File: src/hw/rtl/sne_pkg.sv
// ----------------------------------------------------------------------------
// sne_pkg: shared types and constants of the 8.3 short name encoder
// Character codes, name field sizes, the base/segment container type and
// the character mapping function.
// ----------------------------------------------------------------------------
`default_nettype none

package sne_pkg;

    // Default limit on bytes of one name, the terminating NUL included
    localparam int NAME_LIMIT_DEF = 64;

    // Field sizes of an 8.3 name
    localparam int BASE_LEN = 8;
    localparam int EXT_LEN  = 3;
    localparam int FILL_W   = 4;

    // Character codes
    localparam logic [7:0] CH_NUL        = 8'h00;
    localparam logic [7:0] CH_SPACE      = 8'h20;
    localparam logic [7:0] CH_DOT        = 8'h2E;
    localparam logic [7:0] CH_UNDERSCORE = 8'h5F;

    localparam logic [BASE_LEN*8-1:0] SPACES_BASE = {BASE_LEN{CH_SPACE}};
    localparam logic [EXT_LEN*8-1:0]  SPACES_EXT  = {EXT_LEN{CH_SPACE}};

    // A run of up to eight characters and how many of them are filled
    typedef struct packed {
        logic [BASE_LEN*8-1:0] bytes;
        logic [FILL_W-1:0]     fill;
    } t_part;

    // Fold lowercase to uppercase, replace characters illegal in 8.3 names
    function automatic logic [7:0] map_char(input logic [7:0] c);
        logic [7:0] r;
        r = c;
        if (c == 8'h2B || c == 8'h2C || c == 8'h3B || c == 8'h3D ||
            c == 8'h5B || c == 8'h5D) begin
            r = CH_UNDERSCORE;
        end else if (c >= 8'h61 && c <= 8'h7A) begin
            r = c - 8'h20;
        end
        return r;
    endfunction

endpackage

`default_nettype wire

File: src/hw/rtl/sne_merge.sv
// ----------------------------------------------------------------------------
// sne_merge: append the current segment to the base
// Combinational merge: segment characters fill the base positions after its
// current fill, up to eight characters in total.
// ----------------------------------------------------------------------------
`default_nettype none

module sne_merge (
    input  var sne_pkg::t_part i_base,
    input  var sne_pkg::t_part i_seg,
    output sne_pkg::t_part     o_merged
);

    localparam int FW = sne_pkg::FILL_W;

    logic [FW:0] sum;

    // Full sum of both fills, saturated below
    assign sum = {1'b0, i_base.fill} + {1'b0, i_seg.fill};

    // Per base position: keep, take a segment byte, or keep the padding
    always_comb begin
        logic [FW-1:0] idx;
        o_merged.bytes = i_base.bytes;
        for (int j = 0; j < sne_pkg::BASE_LEN; j++) begin
            idx = FW'(j) - i_base.fill;
            if (FW'(j) >= i_base.fill && idx < i_seg.fill) begin
                o_merged.bytes[j*8 +: 8] = i_seg.bytes[idx[2:0]*8 +: 8];
            end
        end
        // New fill saturates at the base length
        o_merged.fill = (sum > (FW+1)'(sne_pkg::BASE_LEN)) ?
                        FW'(sne_pkg::BASE_LEN) : sum[FW-1:0];
    end

endmodule

`default_nettype wire

File: src/hw/rtl/short_name_83_encoder.sv
// ----------------------------------------------------------------------------
// short_name_83_encoder: file name to 8.3 short name
// Takes a name one byte per request and delivers the 8.3 base and extension
// when the terminating NUL byte arrives.
// ----------------------------------------------------------------------------
// One byte is taken every cycle while o_stall is low. Each byte is held in an
// input register, and in the next cycle the name state (base, current segment,
// dot flag, length) is updated by one pass of mapping and merge logic. A NUL
// byte in the input register loads the result register, and the name state
// returns to its reset value so the next name can follow right behind. The
// result register lets input continue while a result waits; only a NUL that
// finds the result register still stalled holds the input side. Bytes past the
// first NAME_LIMIT-1 of a name are ignored up to its NUL.
// ----------------------------------------------------------------------------
`default_nettype none

module short_name_83_encoder #(
    parameter int NAME_LIMIT = sne_pkg::NAME_LIMIT_DEF
) (
    input  var logic                              i_clk,
    input  var logic                              i_rst_n,
    input  var logic                              i_valid,
    output logic                                  o_stall,
    input  var logic [7:0]                        i_name_byte,
    output logic                                  o_valid,
    input  var logic                              i_stall,
    output logic [sne_pkg::BASE_LEN*8-1:0]        o_base_name,
    output logic [sne_pkg::EXT_LEN*8-1:0]         o_ext_name
);

    localparam int LEN_W = $clog2(NAME_LIMIT);
    localparam int FW    = sne_pkg::FILL_W;

    // Input register
    logic       r_in_valid;
    logic [7:0] r_byte;

    // Name state
    sne_pkg::t_part r_base, n_base;
    sne_pkg::t_part r_seg,  n_seg;
    logic           r_dot,  n_dot;
    logic [LEN_W-1:0] r_len, n_len;

    // Result register
    logic                           r_out_valid;
    logic [sne_pkg::BASE_LEN*8-1:0] r_out_base;
    logic [sne_pkg::EXT_LEN*8-1:0]  r_out_ext;

    sne_pkg::t_part merged;
    logic           is_nul;
    logic           blocked;
    logic           advance;
    logic           emit;

    assign is_nul  = (r_byte == sne_pkg::CH_NUL);
    assign blocked = is_nul && r_out_valid && i_stall;
    assign advance = r_in_valid && !blocked;
    assign emit    = advance && is_nul;
    assign o_stall = r_in_valid && blocked;

    // Input register: loads whenever the held byte moves on
    always_ff @(posedge i_clk) begin
        if (!i_rst_n) begin
            r_in_valid <= 1'b0;
        end else if (!o_stall) begin
            r_in_valid <= i_valid;
        end
    end

    always_ff @(posedge i_clk) begin
        if (i_valid && !o_stall) begin
            r_byte <= i_name_byte;
        end
    end

    // Segment merge into the base
    sne_merge u_merge (
        .i_base   (r_base),
        .i_seg    (r_seg),
        .o_merged (merged)
    );

    // Next name state
    always_comb begin
        n_base = r_base;
        n_seg  = r_seg;
        n_dot  = r_dot;
        n_len  = r_len;
        if (advance) begin
            if (is_nul) begin
                n_base.bytes = sne_pkg::SPACES_BASE;
                n_base.fill  = '0;
                n_seg.bytes  = sne_pkg::SPACES_BASE;
                n_seg.fill   = '0;
                n_dot        = 1'b0;
                n_len        = '0;
            end else if (r_len != LEN_W'(NAME_LIMIT - 1)) begin
                n_len = r_len + 1'b1;
                if (r_byte == sne_pkg::CH_DOT) begin
                    n_base      = merged;
                    n_seg.bytes = sne_pkg::SPACES_BASE;
                    n_seg.fill  = '0;
                    n_dot       = 1'b1;
                end else if (r_seg.fill < FW'(sne_pkg::BASE_LEN)) begin
                    n_seg.bytes[r_seg.fill[2:0]*8 +: 8] = sne_pkg::map_char(r_byte);
                    n_seg.fill = r_seg.fill + 1'b1;
                end
            end
        end
    end

    always_ff @(posedge i_clk) begin
        if (!i_rst_n) begin
            r_base.bytes <= sne_pkg::SPACES_BASE;
            r_base.fill  <= '0;
            r_seg.bytes  <= sne_pkg::SPACES_BASE;
            r_seg.fill   <= '0;
            r_dot        <= 1'b0;
            r_len        <= '0;
        end else begin
            r_base <= n_base;
            r_seg  <= n_seg;
            r_dot  <= n_dot;
            r_len  <= n_len;
        end
    end

    // Result register
    always_ff @(posedge i_clk) begin
        if (!i_rst_n) begin
            r_out_valid <= 1'b0;
        end else if (emit) begin
            r_out_valid <= 1'b1;
        end else if (!i_stall) begin
            r_out_valid <= 1'b0;
        end
    end

    always_ff @(posedge i_clk) begin
        if (emit) begin
            r_out_base <= r_dot ? r_base.bytes : merged.bytes;
            r_out_ext  <= r_dot ? r_seg.bytes[sne_pkg::EXT_LEN*8-1:0] : sne_pkg::SPACES_EXT;
        end
    end

    assign o_valid     = r_out_valid;
    assign o_base_name = r_out_base;
    assign o_ext_name  = r_out_ext;

    // Checks
    a_base_fill: assert property (@(posedge i_clk) disable iff (!i_rst_n)
        r_base.fill <= FW'(sne_pkg::BASE_LEN))
        else $error("base fill out of range");

    a_seg_fill: assert property (@(posedge i_clk) disable iff (!i_rst_n)
        r_seg.fill <= FW'(sne_pkg::BASE_LEN))
        else $error("segment fill out of range");

    a_clear_after_emit: assert property (@(posedge i_clk) disable iff (!i_rst_n)
        emit |=> (r_base.fill == '0 && r_seg.fill == '0 && !r_dot && r_len == '0))
        else $error("name state not cleared after a result");

    a_rise_from_nul: assert property (@(posedge i_clk) disable iff (!i_rst_n)
        $rose(o_valid) |-> $past(r_in_valid && is_nul))
        else $error("result without a terminating NUL");

    a_no_drop: assert property (@(posedge i_clk) disable iff (!i_rst_n)
        (o_valid && i_stall) |=> o_valid)
        else $error("stalled result dropped");

endmodule

`default_nettype wire
File: config.mk
export PLATFORM = sky130hd
export DESIGN_NAME = short_name_83_encoder
export DESIGN_NICKNAME = d
export VERILOG_FILES = /design/src/hw/rtl/sne_pkg.sv /design/src/hw/rtl/sne_merge.sv /design/src/hw/rtl/short_name_83_encoder.sv
export SDC_FILE = /design/constraint.sdc
export NUM_CORES = 1
export LEC_CHECK = 0
export ABC_CLOCK_PERIOD_IN_PS = 5590
export BUFFER_PORTS_ARGS = -buffer_cell sky130_fd_sc_hd__buf_2
export CAP_MARGIN = 20
export CORE_MARGIN = 2
export CORE_UTILIZATION = 55
export DETAILED_ROUTE_END_ITERATION = 6
export MAX_ROUTING_LAYER = met4
export PLACE_DENSITY = 0.77
export SETUP_SLACK_MARGIN = 0.15
export SLEW_MARGIN = 10
export SYNTH_ARGS = -nofsm -noshare
export SYNTH_HDL_FRONTEND = slang
export SYNTH_SLANG_ARGS = --single-unit
File: constraint.sdc
create_clock -name i_clk -period 5.59 [get_ports i_clk]
set_input_delay 0.2795 -clock i_clk [delete_from_list [all_inputs] [get_ports i_clk]]
set_output_delay 0.2795 -clock i_clk [all_outputs]
set_load 0.02 [all_outputs]
Yosys cells after proc, flatten, opt, wreduce, memory -nomap -nowiden

Index checks and enable logic that the tools add are counted.

Add/subtract/negate cells: 13
Equality and inequality tests: 9
Shift-type cells: 10
Order comparisons: 20
Mux-type cells: 32
Reductions and logical operators: 29

Operator list:

| kind                    | number |
|---|---|
| $shiftx 64x7->8         | 8 |
| $mux 68                 | 7 |
| $mux 8                  | 15 |
| $bwmux 64               | 1 |
| $mux 64                 | 1 |
| $shift 8x34->64 const A | 1 |
| $shiftx 8x34->64        | 1 |
| $eq 8x6->1 const B      | 5 |
| $neg 6->34              | 1 |
| $lt 4x4->1              | 8 |
| $eq 8x7->1 const B      | 2 |
| $ge 3x4->1 const A      | 4 |
| $sub 3x4->4 const A     | 4 |
| $logic_and 1x1->1       | 15 |
| $mux 6                  | 2 |
| $ge 1x4->1 const A      | 2 |
| $ge 2x4->1 const A      | 2 |
| $ge 8x7->1 const B      | 1 |
| $le 8x7->1 const B      | 1 |
| $logic_not 8->1         | 1 |
| $sub 1x4->4 const A     | 2 |
| $sub 2x4->4 const A     | 2 |
| $sub 8x6->8 const B     | 1 |
| $add 6x1->6 const B     | 1 |
| 14 further kinds        | 25 |

Word-level logic and storage cells: 124
Input port bits: 12
Output and inout port bits: 90
Flip-flop bits (word level): 241

Logic depth before layout (Yosys ltp)

Word-level depth: 18
Mapped depth: 18
Mapped depth without buffers: 9

By module

A second synthesis with hierarchy kept.

Cell total of the unflattened synthesis: 1284
Area total of the unflattened synthesis: 13675.6 um^2

By module, submodules not included:

| module                | seq. area each (um^2) | instances | cells each | area each (um^2) |
|---|---|---|---|---|
| short_name_83_encoder | 5785.5                | 1         | 846        | 9639.2 |
| sne_merge             | 0.0                   | 1         | 438        | 4036.4 |

Least setup slack after synthesis

No wires, ideal clock.

Kind: register -> register
Start point: register r_byte[0]
End point: register r_len[2]
Data arrival time: 5921 ps
Required time: 5470 ps
Path buffers: 0
Period minus slack after synthesis: 6041 ps
Setup slack: -451 ps
Cell stages (with the launch flop): 6
Setup time: 120 ps
Cells stage by stage: edfxtp_1 > nor4_4 > nand3_1 > a21oi_1 > nand2b_1 > nor2_1

Longest elaborated chain between the ends: 6
Elaborated cells on any way between the ends: 8
Classes of those cells: mux: 1; reduce/logical: 7

RTL lines:

| element                        | RTL line                     | RTL |
|---|---|---|
| from (decl)                    | short_name_83_encoder.sv:36  | `logic [7:0] r_byte;` |
| from (signal assigned)         | short_name_83_encoder.sv:72  | `r_byte <= i_name_byte;` |
| $logic_not 8->1 *              | short_name_83_encoder.sv:55  | `assign is_nul = (r_byte == sne_pkg::CH_NUL);` |
| $logic_and 1x1->1 (2 in a row) | short_name_83_encoder.sv:56  | `assign blocked = is_nul && r_out_valid && i_stall;` |
| $logic_not 1->1                | short_name_83_encoder.sv:57  | `assign advance = r_in_valid && !blocked;` |
| $logic_and 1x1->1              | short_name_83_encoder.sv:57  |  |
| $reduce_and 2->1 (no line)     | --                           |  |
| to (signal assigned)           | short_name_83_encoder.sv:124 | `r_len <= n_len;` |
| to (decl)                      | short_name_83_encoder.sv:42  | `logic [LEN_W-1:0] r_len, n_len;` |

Mark *: on every way between the ends. The rest lies on a longest branch, timed or not.
A chain may end at the register's enable or synchronous reset.

Worst setup path after layout

Start point: register r_base[0] (netlist name)
End point: register r_out_base (netlist bit o_base_name[36]) (data pin)

Longest elaborated chain between the ends: 5
Elaborated cells on any way between the ends: 7
Classes of those cells: add/sub: 1; order compare: 2; shift: 1; mux: 2; reduce/logical: 1

RTL lines:

| element                                             | RTL line                     | RTL |
|---|---|---|
| from (decl)                                         | short_name_83_encoder.sv:39  | `sne_pkg::t_part r_base, n_base;` |
| from (signal assigned)                              | short_name_83_encoder.sv:121 | `r_base <= n_base;` |
| branches (longest 3 deep; another with $sub 3x4->4) | --                           |  |
| $mux 8 *                                            | sne_merge.sv:27              | `if (FW'(j) >= i_base.fill && idx < i_seg.fill) begin` |
| $mux 64 *                                           | short_name_83_encoder.sv:141 | `r_out_base <= r_dot ? r_base.bytes : merged.bytes;` |
| to (signal assigned)                                | short_name_83_encoder.sv:141 |  |
| to (decl)                                           | short_name_83_encoder.sv:46  | `logic [sne_pkg::BASE_LEN*8-1:0] r_out_base;` |

Mark *: on every way between the ends.

==> results_dict.tcl <==
set metrics [dict create \
    holdPathStages 3 \
    drc 0 \
    yosysUniqueCellTypes 71 \
    cp.arrival_ns 4.28 \
    via_count 10755 \
    ir_drop_mv 0.257 \
    start_util_pct 56.2 \
    drt-initial-drc-count 859 \
    cts_tree "built" \
    hold_path_end "o_valid" \
    diodes 0 \
    cts_buffers 27 \
    synthArstFlopShare_pct 0 \
    clk_pin_slew_ns 0.06 \
    cp-start-kind "flop" \
    hold_viol 0 \
    dieHeight_um 159 \
    htreeDepth 1 \
    synth_ff_type "dfxtp_1" \
    grt_max_degree 72 \
    portBuffers 101 \
    worstMarginPinSlew_ns 1.00 \
    status "finished clean" \
    crit_path_end_kind "flop" \
    slew_headroom_pct 33.0 \
    total_power_w 0.00377 \
    crit_required_ns 5.88 \
    rows 56 \
    gr-total-overflow 0 \
    top_level_ports 102 \
    drv_slew 0 \
    p_per_area_nw_per_um2 252 \
    clk_latency_ns 0.54 \
    routed_wl_um 34600 \
    nets 1432 \
    setup-violations-final 0 \
    area_growth_pct 13.3 \
    yosysWarnings 0 \
    fin_crit_ns 3.98 \
    syn_area_um2 13200 \
    maxCapViolations 0 \
    postLayoutCoreUtil_pct 63.6 \
    r2r_cells 10 \
    clock_path_buffers 3 \
    hp-start "i_stall" \
    die_x_um 159 \
    core_um2 23500 \
    antenna_found_initial 0 \
    fin_worst_skew_ns 0.0251 \
    grt.total_usage_pct 27.6 \
    rr_startpoint "r_base[0]" \
    ctsResizeCount 0 \
    syn_inst 1297 \
    gp_congestion 0.933 \
    rsz0062_at_grt "no" \
    fmaxAchievable_ghz 0.251 \
    grt_first_pass_wirelength_um 54700 \
    yosysSeqAreaShare_pct 43.9 \
    post-cts-setup-buffers 0 \
    synth_area_per_cell_um2 10.2 \
    reg2reg_to "o_base_name[36]" \
    wire_per_inst_um 20.2 \
    drive_gt1_share_pct 21.3 \
    ys_seq_elements 241 \
    crit_fanout 35 \
    min_path_type "input port to flop" \
    root_buffer "clkbuf_16" \
    tns_ns 0 \
    rrSetupSlack_ns 1.61 \
    cts.sinks 241 \
    firstDrtPassIters 7 \
    avgViaCountPerCell 6.27 \
    mappedNetlistNets 1354 \
    synth_enable_flop_cells 96 \
    period_share_pct 71.3 \
    dp_hpwl_um 24400 \
    crit_type "flop to flop" \
    grt_pass1_vias 9802 \
    die-area_um2 25200 \
    postRouteAntennaNets 0 \
    fill_cells 1864 \
    worst_slack_ns 1.61 \
    power_leakage_nw 5.59 \
    pre_cts_slack_ns 1.23 \
]
-- cell usage after synthesis (all sizes together) (4+ instances only) --
cell	number	area [µm²]
xor2	5	43.8
and2	22	138
clkinv	4	15.0
nor4	12	160
a31oi	7	43.8
o221ai	10	100
or3	6	37.5
a22o	7	61.3
mux2i	19	190
a32o	8	80.1
and3	10	62.6
o21a	12	90.1
edfxtp	96	2880
or2	5	31.3
o21ai	75	379
xnor2	7	61.3
buf	35	175
nor2	83	312
a22oi	50	375
nand2b	9	56.3
a21oi	29	145
ha	43	538
nand3	49	250
nor3	14	91.3
mux4	64	1440
a211oi	4	30.0
nand4	32	200
nor2b	21	131
nand2	236	886
dfxtp	145	2900
inv	21	78.8
clkbuf	48	180
o211ai	29	218
o21bai	4	33.8
mux2	33	372
-- timing repair --
item	CTS	global route
hold endpoints to repair	9	0
hold buffers	9	0
endpoints found under the setup margin	0	0
-- logic make-up after synthesis --
kind of cell	count (synthesis)	share of synthesized area, %
AND/OR/NAND/NOR	515	18.9
AO/OA/AOI/OAI	260	13.4
flip-flops	241	43.9
multiplexers	116	15.2
buffers and inverters	108	3.41
adder cells (fa/ha/maj)	45	4.38
XOR/XNOR	12	0.797
-- state kept, by name (all words and copies together), names as in the netlist --
| register | cells |
|---|---|
| o_ext_name | 24 |
| r_in_valid | 1 |
| r_seg | 68 |
| o_valid | 1 |
| r_dot | 1 |
| r_base | 68 |
| r_len | 6 |
| o_base_name | 64 |
| r_byte | 8 |
-- placed cells by master, fill, tap and decap left out, types with 8 or more instances in the layout --
cell type,instances
a32o_1,8
mux4_2,64
nor3_1,11
nand2_1,236
buf_4,21
ha_1,43
nor2b_1,21
nand4_1,32
edfxtp_1,96
a21oi_1,28
nor2_1,82
nand3_1,48
clkbuf_16,27
a22oi_1,50
and3_1,10
mux2i_1,19
o211ai_1,29
and2_1,22
inv_1,20
mux2_2,33
o21a_1,12
dfxtp_1,142
o21ai_0,68
o221ai_1,8
dlygate4sd3_1,9
nand2b_1,9
buf_2,101
clkinv_2,10
-- critical path: stages (launching register included) --
cell	delay (ns)
dfxtp_4	0.70
inv_1	0.23
ha_1	0.31
xnor2_1	0.15
buf_4	0.24
clkinv_1	0.39
ha_1	0.43
o21a_1	0.13
o21a_1	0.28
or3_1	0.52
mux2_2	0.33
-- per-stage QoR --
step	cells	hold WS [ns]	area (µm²)
floorplan	1297	0.378	13200
global placement	1654	0.442	13900
detailed placement	1654	0.448	13900
CTS	1713	0.0746	14900
global route	1715	0.0959	14900
finish	1715	0.0958	14900
-- layer usage --
metal	track usage, %	part of all wire [%]	up-vias
met5	-	0	-
met4	10.3	3.7	0
met3	4.23	8.9	84
met2	42.2	47	515
met1	37.5	41	5169
li1	-	-	4987
-- layout make-up --
cell class / instances / area, µm² / area share [%]
sequential: 241 / 5790 / 38.8
clock inverter: 22 / 216 / 1.45
inverter: 25 / 93.8 / 0.628
clock buffer: 28 / 679 / 4.55
multi-input combinational: 948 / 6980 / 46.7
tap: 319 / 399 / 2.67
timing repair buffer: 132 / 773 / 5.18
-- how the worst max path moves through the flow --
stage,cells past startpoint,slack (ns),from,endpoint
after floorplan,17,1.04,r_base[0],o_base_name[16]
after global placement,10,1.32,r_base[0],o_base_name[32]
after detailed placement,10,1.23,r_base[0],o_base_name[35]
after CTS,10,1.19,r_base[0],o_base_name[35]
after global routing,8,1.33,r_base[2],o_base_name[13]
final,10,1.61,r_base[0],o_base_name[36]
-- where the power goes --
group,internal [W],switching (W)
sequential,0.00183,0.0000244
clock,0.00104,0.000736
combinational,0.0000500,0.0000961
total,0.00291,0.000856
No activity file was read; power rests on OpenSTA's default activity.
